<file path="config.mk">
export PLATFORM = sky130hd
export DESIGN_NAME = gebq_ctrl
export DESIGN_NICKNAME = d
export VERILOG_FILES = /design/src/sv/gebq_pkg.sv /design/src/sv/gebq_ctrl.sv
export SDC_FILE = /design/constraint.sdc
export NUM_CORES = 1
export LEC_CHECK = 0
export BUFFER_PORTS_ARGS = -buffer_cell sky130_fd_sc_hd__buf_2
export CAP_MARGIN = 15
export CELL_PAD_IN_SITES_DETAIL_PLACEMENT = 1
export CELL_PAD_IN_SITES_GLOBAL_PLACEMENT = 1
export CORE_ASPECT_RATIO = 1.4
export CORE_MARGIN = 3
export CORE_UTILIZATION = 35
export DETAILED_ROUTE_END_ITERATION = 10
export GPL_TIMING_DRIVEN = 0
export PLACE_DENSITY_LB_ADDON = 0.1
export SLEW_MARGIN = 10
export SYNTH_ARGS = -nofsm -noshare
export SYNTH_HDL_FRONTEND = slang
export SYNTH_SLANG_ARGS = --single-unit
</file>
<file path="constraint.sdc">
create_clock -name clk -period 1.6 [get_ports clk]
set_input_delay 0.32 -clock clk [delete_from_list [all_inputs] [get_ports clk]]
set_output_delay 0.32 -clock clk [all_outputs]
set_load 0.005 [all_outputs]
</file>
<file path="src/sv/gebq_pkg.sv">
`timescale 1ns / 1ps
`default_nettype none
// ----------------------------------------------------------------------------
// gebq_pkg
// Shared types and constants of the cascaded biquad graphic equalizer.
// ----------------------------------------------------------------------------
package gebq_pkg;

    // field widths
    localparam int KIND_W   = 2;
    localparam int BAND_W   = 5;
    localparam int SEL_W    = 3;
    localparam int SAMPLE_W = 24;
    localparam int COEF_W   = 32;
    localparam int GAIN_W   = 24;
    localparam int HIST_W   = 48;

    // configuration port
    localparam int APB_AW = 3;
    localparam int APB_DW = 32;
    localparam logic REG_ENABLE = 1'b0;
    localparam logic REG_PREAMP = 1'b1;

    localparam logic [GAIN_W-1:0] GAIN_RESET = 24'd1048576;

    // item kinds
    localparam logic [KIND_W-1:0] KIND_SAMPLE = 2'd0;
    localparam logic [KIND_W-1:0] KIND_COEF   = 2'd1;
    localparam logic [KIND_W-1:0] KIND_CLEAR  = 2'd2;

    // coefficient order in a section; also the issue slot of each product
    typedef logic [SEL_W-1:0] slot_t;
    localparam slot_t SLOT_B0 = 3'd0;
    localparam slot_t SLOT_B1 = 3'd1;
    localparam slot_t SLOT_B2 = 3'd2;
    localparam slot_t SLOT_A1 = 3'd3;
    localparam slot_t SLOT_A2 = 3'd4;
    localparam slot_t NUM_COEFS = 3'd5;

    localparam logic signed [COEF_W-1:0] COEF_ONE = 32'sh1000_0000;

    localparam logic signed [SAMPLE_W-1:0] SAMPLE_MAX = 24'sh7F_FFFF;
    localparam logic signed [SAMPLE_W-1:0] SAMPLE_MIN = 24'sh80_0000;

    localparam logic signed [63:0] MAX48 = 64'sh0000_7FFF_FFFF_FFFF;
    localparam logic signed [63:0] MIN48 = -64'sh0000_8000_0000_0000;

    typedef enum logic [3:0] {
        ST_INIT,
        ST_IDLE,
        ST_CLEAR,
        ST_MUL,
        ST_PRE,
        ST_RUN,
        ST_TAIL0,
        ST_TAIL1,
        ST_FINISH
    } state_t;

    typedef struct packed {
        logic  coef_sweep_we;
        logic  hist_sweep_we;
        logic  sweep_b0;
        logic  coef_item_we;
        logic  take_sample;
        logic  pre_mul;
        logic  pre_start;
        logic  run;
        slot_t slot;
        logic  wb;
        logic  load_out;
        logic  bypass;
    } cmd_t;

    function automatic logic signed [HIST_W-1:0] sat48(input logic signed [63:0] v);
        logic signed [HIST_W-1:0] r;
        if (v > MAX48) begin
            r = MAX48[HIST_W-1:0];
        end
        else if (v < MIN48) begin
            r = MIN48[HIST_W-1:0];
        end
        else begin
            r = v[HIST_W-1:0];
        end
        return r;
    endfunction

endpackage
`default_nettype wire

</file>
<file path="src/sv/gebq_ctrl.sv">
`timescale 1ns / 1ps
`default_nettype none
// ----------------------------------------------------------------------------
// gebq_ctrl
// Sequencer: memory sweeps, item decode and the five-slot section schedule.
// ----------------------------------------------------------------------------
module gebq_ctrl #(
    parameter int BANDS    = 31,
    parameter int CHANNELS = 2
) (
    input  wire logic                          clk,
    input  wire logic                          rst_n,
    input  wire logic                          in_valid,
    output logic                               in_ready,
    input  wire logic [gebq_pkg::KIND_W-1:0]   kind,
    input  wire logic                          channel,
    input  wire logic [gebq_pkg::BAND_W-1:0]   band,
    input  wire logic [gebq_pkg::SEL_W-1:0]    coef_select,
    input  wire logic                          enable,
    output logic                               out_valid,
    input  wire logic                          out_ready,
    output gebq_pkg::cmd_t                     cmd,
    output logic [$clog2(((BANDS*5) > (BANDS*CHANNELS)) ? (BANDS*5)
                         : (BANDS*CHANNELS))-1:0] sweep_addr
);

    localparam int NCOEF     = BANDS * 5;
    localparam int NHIST     = BANDS * CHANNELS;
    localparam int SWEEP_LEN = (NCOEF > NHIST) ? NCOEF : NHIST;
    localparam int SWA       = $clog2(SWEEP_LEN);
    localparam int BW        = (BANDS > 1) ? $clog2(BANDS) : 1;

    gebq_pkg::state_t      state_reg, state_next;
    logic [SWA-1:0]        sweep_idx_reg, sweep_idx_next;
    gebq_pkg::slot_t       coef_sel_reg, coef_sel_next;
    gebq_pkg::slot_t       slot_reg, slot_next;
    logic [BW-1:0]         band_reg, band_next;
    logic                  bypass_reg, bypass_next;
    logic                  out_valid_reg, out_valid_next;

    logic init_last, clear_last, run_last, ch_ok, coef_ok;

    assign init_last  = (sweep_idx_reg == SWA'(SWEEP_LEN - 1));
    assign clear_last = (sweep_idx_reg == SWA'(NHIST - 1));
    assign run_last   = (slot_reg == gebq_pkg::SLOT_A2) && (band_reg == BW'(BANDS - 1));
    assign ch_ok      = (32'(channel) < CHANNELS);
    assign coef_ok    = (32'(band) < BANDS) && (coef_select < gebq_pkg::NUM_COEFS);

    // next state
    always_comb
    begin
        state_next = state_reg;
        unique case (state_reg)
            gebq_pkg::ST_INIT:
            begin
                if (init_last)
                begin
                    state_next = gebq_pkg::ST_IDLE;
                end
            end
            gebq_pkg::ST_IDLE:
            begin
                if (in_valid)
                begin
                    case (kind)
                        gebq_pkg::KIND_SAMPLE:
                        begin
                            if (ch_ok)
                            begin
                                state_next = enable ? gebq_pkg::ST_MUL : gebq_pkg::ST_FINISH;
                            end
                        end
                        gebq_pkg::KIND_CLEAR: state_next = gebq_pkg::ST_CLEAR;
                        default:              state_next = gebq_pkg::ST_IDLE;
                    endcase
                end
            end
            gebq_pkg::ST_CLEAR:
            begin
                if (clear_last)
                begin
                    state_next = gebq_pkg::ST_IDLE;
                end
            end
            gebq_pkg::ST_MUL:   state_next = gebq_pkg::ST_PRE;
            gebq_pkg::ST_PRE:   state_next = gebq_pkg::ST_RUN;
            gebq_pkg::ST_RUN:
            begin
                if (run_last)
                begin
                    state_next = gebq_pkg::ST_TAIL0;
                end
            end
            gebq_pkg::ST_TAIL0: state_next = gebq_pkg::ST_TAIL1;
            gebq_pkg::ST_TAIL1: state_next = gebq_pkg::ST_FINISH;
            gebq_pkg::ST_FINISH:
            begin
                if (!out_valid_reg || out_ready)
                begin
                    state_next = gebq_pkg::ST_IDLE;
                end
            end
            default:            state_next = gebq_pkg::ST_INIT;
        endcase
    end

    // outputs
    always_comb
    begin
        cmd        = '0;
        cmd.bypass = bypass_reg;
        in_ready   = 1'b0;
        unique case (state_reg)
            gebq_pkg::ST_INIT:
            begin
                cmd.coef_sweep_we = (32'(sweep_idx_reg) < NCOEF);
                cmd.hist_sweep_we = (32'(sweep_idx_reg) < NHIST);
                cmd.sweep_b0      = (coef_sel_reg == gebq_pkg::SLOT_B0);
            end
            gebq_pkg::ST_IDLE:
            begin
                in_ready         = 1'b1;
                cmd.coef_item_we = in_valid && (kind == gebq_pkg::KIND_COEF) && coef_ok;
                cmd.take_sample  = in_valid && (kind == gebq_pkg::KIND_SAMPLE) && ch_ok;
            end
            gebq_pkg::ST_CLEAR:
            begin
                cmd.hist_sweep_we = 1'b1;
            end
            gebq_pkg::ST_MUL:   cmd.pre_mul   = 1'b1;
            gebq_pkg::ST_PRE:   cmd.pre_start = 1'b1;
            gebq_pkg::ST_RUN:
            begin
                cmd.run  = 1'b1;
                cmd.slot = slot_reg;
                // first band has no previous section to write back
                cmd.wb   = (band_reg != '0);
            end
            gebq_pkg::ST_TAIL0:
            begin
                cmd.slot = gebq_pkg::SLOT_B0;
                cmd.wb   = 1'b1;
            end
            gebq_pkg::ST_TAIL1:
            begin
                cmd.slot = gebq_pkg::SLOT_B1;
                cmd.wb   = 1'b1;
            end
            gebq_pkg::ST_FINISH:
            begin
                cmd.load_out = !out_valid_reg || out_ready;
            end
            default:
            begin
                cmd = '0;
            end
        endcase
    end

    // counters and flags
    always_comb
    begin
        sweep_idx_next = sweep_idx_reg;
        coef_sel_next  = coef_sel_reg;
        slot_next      = slot_reg;
        band_next      = band_reg;
        bypass_next    = bypass_reg;
        out_valid_next = out_valid_reg;

        if (state_reg == gebq_pkg::ST_INIT)
        begin
            sweep_idx_next = init_last ? '0 : sweep_idx_reg + SWA'(1);
            coef_sel_next  = (coef_sel_reg == gebq_pkg::SLOT_A2) ? gebq_pkg::SLOT_B0
                             : coef_sel_reg + 3'd1;
        end
        if (state_reg == gebq_pkg::ST_CLEAR)
        begin
            sweep_idx_next = clear_last ? '0 : sweep_idx_reg + SWA'(1);
        end
        if (state_reg == gebq_pkg::ST_PRE)
        begin
            slot_next = gebq_pkg::SLOT_B0;
            band_next = '0;
        end
        if (state_reg == gebq_pkg::ST_RUN)
        begin
            if (slot_reg == gebq_pkg::SLOT_A2)
            begin
                slot_next = gebq_pkg::SLOT_B0;
                band_next = band_reg + BW'(1);
            end
            else
            begin
                slot_next = slot_reg + 3'd1;
            end
        end
        if (cmd.take_sample)
        begin
            bypass_next = !enable;
        end
        if (cmd.load_out)
        begin
            out_valid_next = 1'b1;
        end
        else if (out_ready)
        begin
            out_valid_next = 1'b0;
        end
    end

    always_ff @(posedge clk or negedge rst_n)
    begin
        if (!rst_n)
        begin
            state_reg     <= gebq_pkg::ST_INIT;
            sweep_idx_reg <= '0;
            coef_sel_reg  <= gebq_pkg::SLOT_B0;
            slot_reg      <= gebq_pkg::SLOT_B0;
            band_reg      <= '0;
            bypass_reg    <= 1'b0;
            out_valid_reg <= 1'b0;
        end
        else
        begin
            state_reg     <= state_next;
            sweep_idx_reg <= sweep_idx_next;
            coef_sel_reg  <= coef_sel_next;
            slot_reg      <= slot_next;
            band_reg      <= band_next;
            bypass_reg    <= bypass_next;
            out_valid_reg <= out_valid_next;
        end
    end

    assign out_valid  = out_valid_reg;
    assign sweep_addr = sweep_idx_reg;

endmodule
`default_nettype wire

</file>
==> results.json, run 1 <==
{
  "clk_latency_ns": 0.27,
  "hold_buffers": 0,
  "met2_length_um": 2920,
  "antenna_cells": 0,
  "stdcell_count": 319,
  "power_w": 0.00107,
  "crit_end": "cmd[2]",
  "hold_violations": 0,
  "place_inst": 286,
  "core-area_um2": 4340,
  "finalMaxSlewViolations": 0,
  "netlist_top_cells_area": "dfrtp_1, ha_1, nand2_1, o21ai_0, nor2_1",
  "ys_ff_latch": 25,
  "pwr-share-seq": 0.592,
  "clkSinkCount": 25,
  "post-route-min-period_ns": 1.98,
  "yosys-top-cells-count": "nand2_1, dfrtp_1, nor2_1",
  "die_area_um2": 5500,
  "met3_length_um": 218,
  "max_slew_margin": 0.490,
  "netlist_area_um2": 1620,
  "cts_max_path_buffers": 2,
  "vias": 1707,
  "clockPowerShare": 0.368,
  "worstReg2RegEnd": "state_reg[0]",
  "drcViolationCount": 0,
  "cp.required_ns": 1.28,
  "internal_power_w": 0.000824,
  "p_leak_nw": 1.22,
  "power.density_nw_per_um2": 424,
  "finalNetCount": 286,
  "synth_top_area_frac": 0.386,
  "area_growth_syn_to_layout_pct": 55.0,
  "r2r-start": "state_reg[0]",
  "track_usage": 0.191,
  "synth_most_common_cell": "nand2_1",
  "cts_made_buffers": 3,
  "synth-adder-area-share": 0.0771,
  "combPwrFrac": 0.039,
  "rsz0062_at_grt": "yes",
  "place.port_buffers": 38,
  "synth_cells": 188,
  "wl_per_cell_um": 17.1,
  "worst_setup_path_end_kind": "output pin",
  "violations": "negative setup slack",
  "m1WireLength_um": 2210,
  "worst_slew_pin_slew_ns": 0.759,
  "setup_ws_ns": -0.375,
  "overflow": 0,
  "synth-edff-count": 0,
  "grt_max_degree": 26,
  "path_clk_slew_ns": 0.09,
  "p_sw_w": 0.000242,
  "drtPass1Iterations": 4,
  "cp-start-kind": "flip-flop",
  "yosys.area_share.simple": 0.280,
  "drtAntennaViolNets": 0,
  "synth_top_family_by_area": "simple AND/OR/NAND/NOR gates",
  "synth.net_count": 214,
  "cap_violations": 0,
  "topRoutingLayerUsed": "met4",
  "setup_violations": 27,
  "reg2reg_depth": 6,
  "worstSetupStartpoint": "band_reg[1]",
  "die_height_um": 86.6,
  "synth_xor_area_frac": 0.0378,
  "outcome": "finished with violations",
  "synth_cell_types": 44,
  "antenna_found_initial": 0,
  "switching_share": 0.227,
  "place_congestion": 0.797,
  "avgSynthCellArea_um2": 8.63,
  "worstPathArrival_ns": 1.66,
  "vias_per_cell": 5.35,
  "r2r_slack_ns": -0.24,
  "yosysSeqAreaShare": 0.386,
  "drt-initial-drc-count": 73,
  "synth-compound-area-share": 0.135,
  "cts_max_level": 1,
  "max_freq_mhz": 506,
  "critical_path_class": "reg -> out",
  "placementRows": 28,
  "yosys.area.top_type": "dfrtp_1",
  "grt_pass1_wl_um": 8450,
  "postRouteWirelength_um": 5450,
  "start_util": 0.374,
  "cts-root-buf": "clkbuf_8",
  "hold_class": "in -> async",
  "cts_tree": "done",
  "yosys_warnings": 0,
  "layout-drive-gt1-share": 0.502,
  "grt_pass1_vias": 1715,
  "largest_reg_flops": 8,
  "dp_hpwl_um": 3280,
  "crit_path_max_fanout": 2,
  "ios": 40,
  "asyncSetResetFlopFracSynth": 1.00,
  "synth_mux_area_frac": 0.0308,
  "finClkSkew_ns": 0.00172,
  "yosys_most_used_dff": "dfrtp_1",
  "die_w_um": 63.6,
  "irDropWorstVdd_v": 0.000261,
  "finalCritPeriodShare": 1.23
}
-- power groups by stage --
stage | Combinational (W) | Clock, W | Sequential [W]
floorplan | 0.00000428 | 0 | 0.000644
finish | 0.0000419 | 0.000393 | 0.000631
global route | 0.0000475 | 0.000427 | 0.000631
CTS | 0.0000394 | 0.000397 | 0.000631
global placement | 0.0000373 | 0 | 0.000644
detailed placement | 0.0000380 | 0 | 0.000644
-- repair_timing --
| action | 4_1_cts | 5_1_grt |
|---|---|---|
| gates resized for setup | 52 | 37 |
| setup buffers | 17 | 16 |
| endpoints found under the setup margin | 26 | 31 |
| pin swaps | 18 | 14 |
-- layout make-up --
cell class | instances | area (µm²)
inverters | 12 | 45.0
fillers | 524 | 1830
multi-input cells | 143 | 1160
flip-flops and latches | 25 | 634
repair buffers | 70 | 484
clock buffers | 4 | 45.0
well taps | 60 | 75.1
plain buffers | 5 | 70.1
-- per-layer routing --
layer,track usage,vias up
li1,-,797
met1,0.236,850
met2,0.342,47
met3,0.0272,13
met4,0.0550,0
met5,0,-
-- through the flow --
step,TNS [ns],hold WS [ns],util,instance area (µm²),worst slack (ns)
2_1_floorplan,0,0.0244,-,1640,0.0295
3_3_place_gp,-1.53,0.360,0.439,1910,-0.225
3_5_place_dp,-2.30,0.358,0.439,1910,-0.277
4_1_cts,-3.86,0.0608,0.524,2270,-0.387
5_1_grt,-6.14,0.0862,0.579,2510,-0.444
6_report,-4.03,0.0530,0.579,2510,-0.375
-- worst min path at each step --
| stage | to | slack (ns) |
|---|---|---|
| finish | coef_sel_reg[2] | 0.05 |
| global route | coef_sel_reg[0] | 0.09 |
| CTS | coef_sel_reg[2] | 0.06 |
| detailed placement | coef_sel_reg[2] | 0.36 |
| global placement | coef_sel_reg[2] | 0.36 |
| floorplan | band_reg[0] | 0.02 |
-- cells in the final DEF, fill, tap and decap left out, types with 3 or more instances in the layout --
master    instances
a21oi_1           3
a21oi_2           3
and3_1            4
buf_2            35
buf_4            26
buf_6            11
clkbuf_8          3
dfrtp_1          18
dfrtp_2           7
ha_1              8
inv_1             9
inv_2             3
mux2i_1           4
nand2_1          21
nand2_2           4
nand2b_1          3
nand3_1           4
nand4_1           5
nor2_1           14
nor2_4            4
o21ai_0          10
o21ai_2           4
o41ai_2           3
xor2_1            5
-- critical path: stages, from the launching register on --
cell and delay (ns):
dfrtp_1 0.41, inv_2 0.09, ha_4 0.12, or4b_4 0.45, a21oi_2 0.13, nor2_1 0.06
buf_2 0.12
-- cells by family (layout without fill, tap and decap cells) --
family / count (synthesis) / after routing
xor+xnor: 7 / 7
buf+inv: 20 / 91
fa+ha+maj: 10 / 10
flops: 25 / 25
compound gates: 35 / 35
mux: 5 / 5
simple gates: 86 / 86
(Power assumes the default switching activity.)
==> inputs of run 2 (changes only) <==
- TNS_END_PERCENT: not set -> 10
==> results.json, run 2 (synthesis results as in run 1) <==
{
  "mostFrequentLayoutCell": "buf_2",
  "placementRows": 28,
  "hold_class": "in -> async",
  "setup_ws_ns": -0.353,
  "drtPass1Iterations": 4,
  "hold_violations": 0,
  "place_inst": 286,
  "path_clk_slew_ns": 0.09,
  "irDropWorstVdd_v": 0.000305,
  "post-route-min-period_ns": 1.95,
  "finalCritPeriodShare": 1.22,
  "pre_cts_ws_ns": -0.287,
  "grt_max_degree": 26,
  "max_slew_margin": 0.597,
  "cp-start-kind": "flip-flop",
  "wl_per_cell_um": 16.0,
  "postRouteWirelength_um": 4920,
  "cts_tree": "done",
  "start_util": 0.374,
  "worstReg2RegEnd": "state_reg[0]",
  "ios": 40,
  "cts_max_level": 1,
  "outcome": "finished with violations",
  "r2r-start": "state_reg[2]",
  "die_area_um2": 5500,
  "crit_path_max_fanout": 2,
  "cp.required_ns": 1.28,
  "largest_reg_flops": 8,
  "r2r_slack_ns": -0.29,
  "met2_length_um": 2650,
  "layout-drive-gt1-share": 0.433,
  "dpl_cell_area_um2": 1890,
  "m1WireLength_um": 1960,
  "drtAntennaViolNets": 0,
  "reg2reg_depth": 6,
  "finClkSkew_ns": 0.00173,
  "place_congestion": 0.848,
  "dp_hpwl_um": 3270,
  "cts-root-buf": "clkbuf_8",
  "die_height_um": 86.6,
  "grt_pass1_vias": 1684,
  "clkSinkCount": 25,
  "cts_made_buffers": 3,
  "hold_buffers": 0,
  "rsz0062_at_grt": "yes",
  "area_growth_syn_to_layout_pct": 41.8,
  "worst_setup_path_end_kind": "output pin",
  "cts_max_path_buffers": 2,
  "power_w": 0.00107,
  "clk_latency_ns": 0.28,
  "vias_per_cell": 5.26,
  "place.port_buffers": 38,
  "drt-initial-drc-count": 66,
  "cap_violations": 0,
  "violations": "negative setup slack",
  "design_area_um2": 2300,
  "met3_length_um": 172,
  "topRoutingLayerUsed": "met4",
  "p_leak_nw": 1.10,
  "finalMaxSlewViolations": 0,
  "setup_violations": 21,
  "vias": 1615,
  "stdcell_count": 307,
  "drcViolationCount": 0,
  "power.density_nw_per_um2": 464,
  "antenna_cells": 0,
  "core-area_um2": 4340,
  "antenna_found_initial": 0,
  "track_usage": 0.177,
  "worst_slew_pin_slew_ns": 0.604,
  "overflow": 0,
  "grt_pass1_wl_um": 7880,
  "finalNetCount": 274,
  "worstPathArrival_ns": 1.63,
  "die_w_um": 63.6,
  "max_freq_mhz": 512,
  "fin_util": 0.530,
  "final_cell_mix": "buf_2, nand2_1, dfrtp_1",
  "critical_path_class": "reg -> out"
}
[run 2: changes by cell type in the layout (fill, tap and decap cells not counted), sizes merged]
cell and delta:
clkinv +1, buf -12, clkbuf -1
[run 2: metrics by stage]
stage	hold WS [ns]	setup TNS, ns
2_1_floorplan	0.0244	-0.106
3_3_place_gp	0.362	-1.75
3_5_place_dp	0.370	-2.61
4_1_cts	0.0612	-3.00
5_1_grt	0.0816	-5.43
6_report	0.0317	-4.08
[run 2: area by class of cell]
cell class              count  area [µm²]
clock inverters             1        5.00
clock buffers               3        41.3
repair buffers             56         343
fillers                   541        2040
well taps                  60        75.1
multi-input cells         143        1070
plain buffers               7        81.3
inverters                  12        45.0
flip-flops and latches     25         636
[run 2: routing by layer]
layer,vias up,track usage
met5,-,0
met4,0,0.0629
met3,9,0.0169
met2,42,0.337
met1,791,0.204
li1,773,-
[run 2: worst max-delay path: stages, from the launching register on]
cell and delay (ns):
dfrtp_1 0.40, inv_2 0.08, ha_4 0.12, or4b_4 0.45, a21oi_2 0.13, nor2_1 0.05
buf_2 0.12
[run 2: power by group]
group	leakage (nW)	switching, W	internal, W
Combinational	0.763	0.0000251	0.0000143
Clock	0.0255	0.000221	0.000175
Sequential	0.307	0.0000000000000000000395	0.000631
Total	1.10	0.000246	0.000821
[run 2: worst max path at each step]
stage	slack [ns]	from	depth (start not counted)	to
finish	-0.35	band_reg[1]	6	cmd[2]
global route	-0.40	band_reg[1]	6	cmd[2]
CTS	-0.36	band_reg[1]	6	cmd[2]
detailed placement	-0.29	band_reg[0]	6	cmd[2]
global placement	-0.29	band_reg[0]	6	cmd[2]
floorplan	-0.09	band_reg[0]	5	cmd[2]
[run 2: what timing repair did]
| item | 4_1_cts | 5_1_grt |
|---|---|---|
| endpoints found under the setup margin | 29 | 29 |
| buffers inserted | 13 | 5 |
| gates resized for setup | 40 | 26 |
| endpoints found under the hold margin | 0 | 0 |
| pin swaps | 11 | 4 |
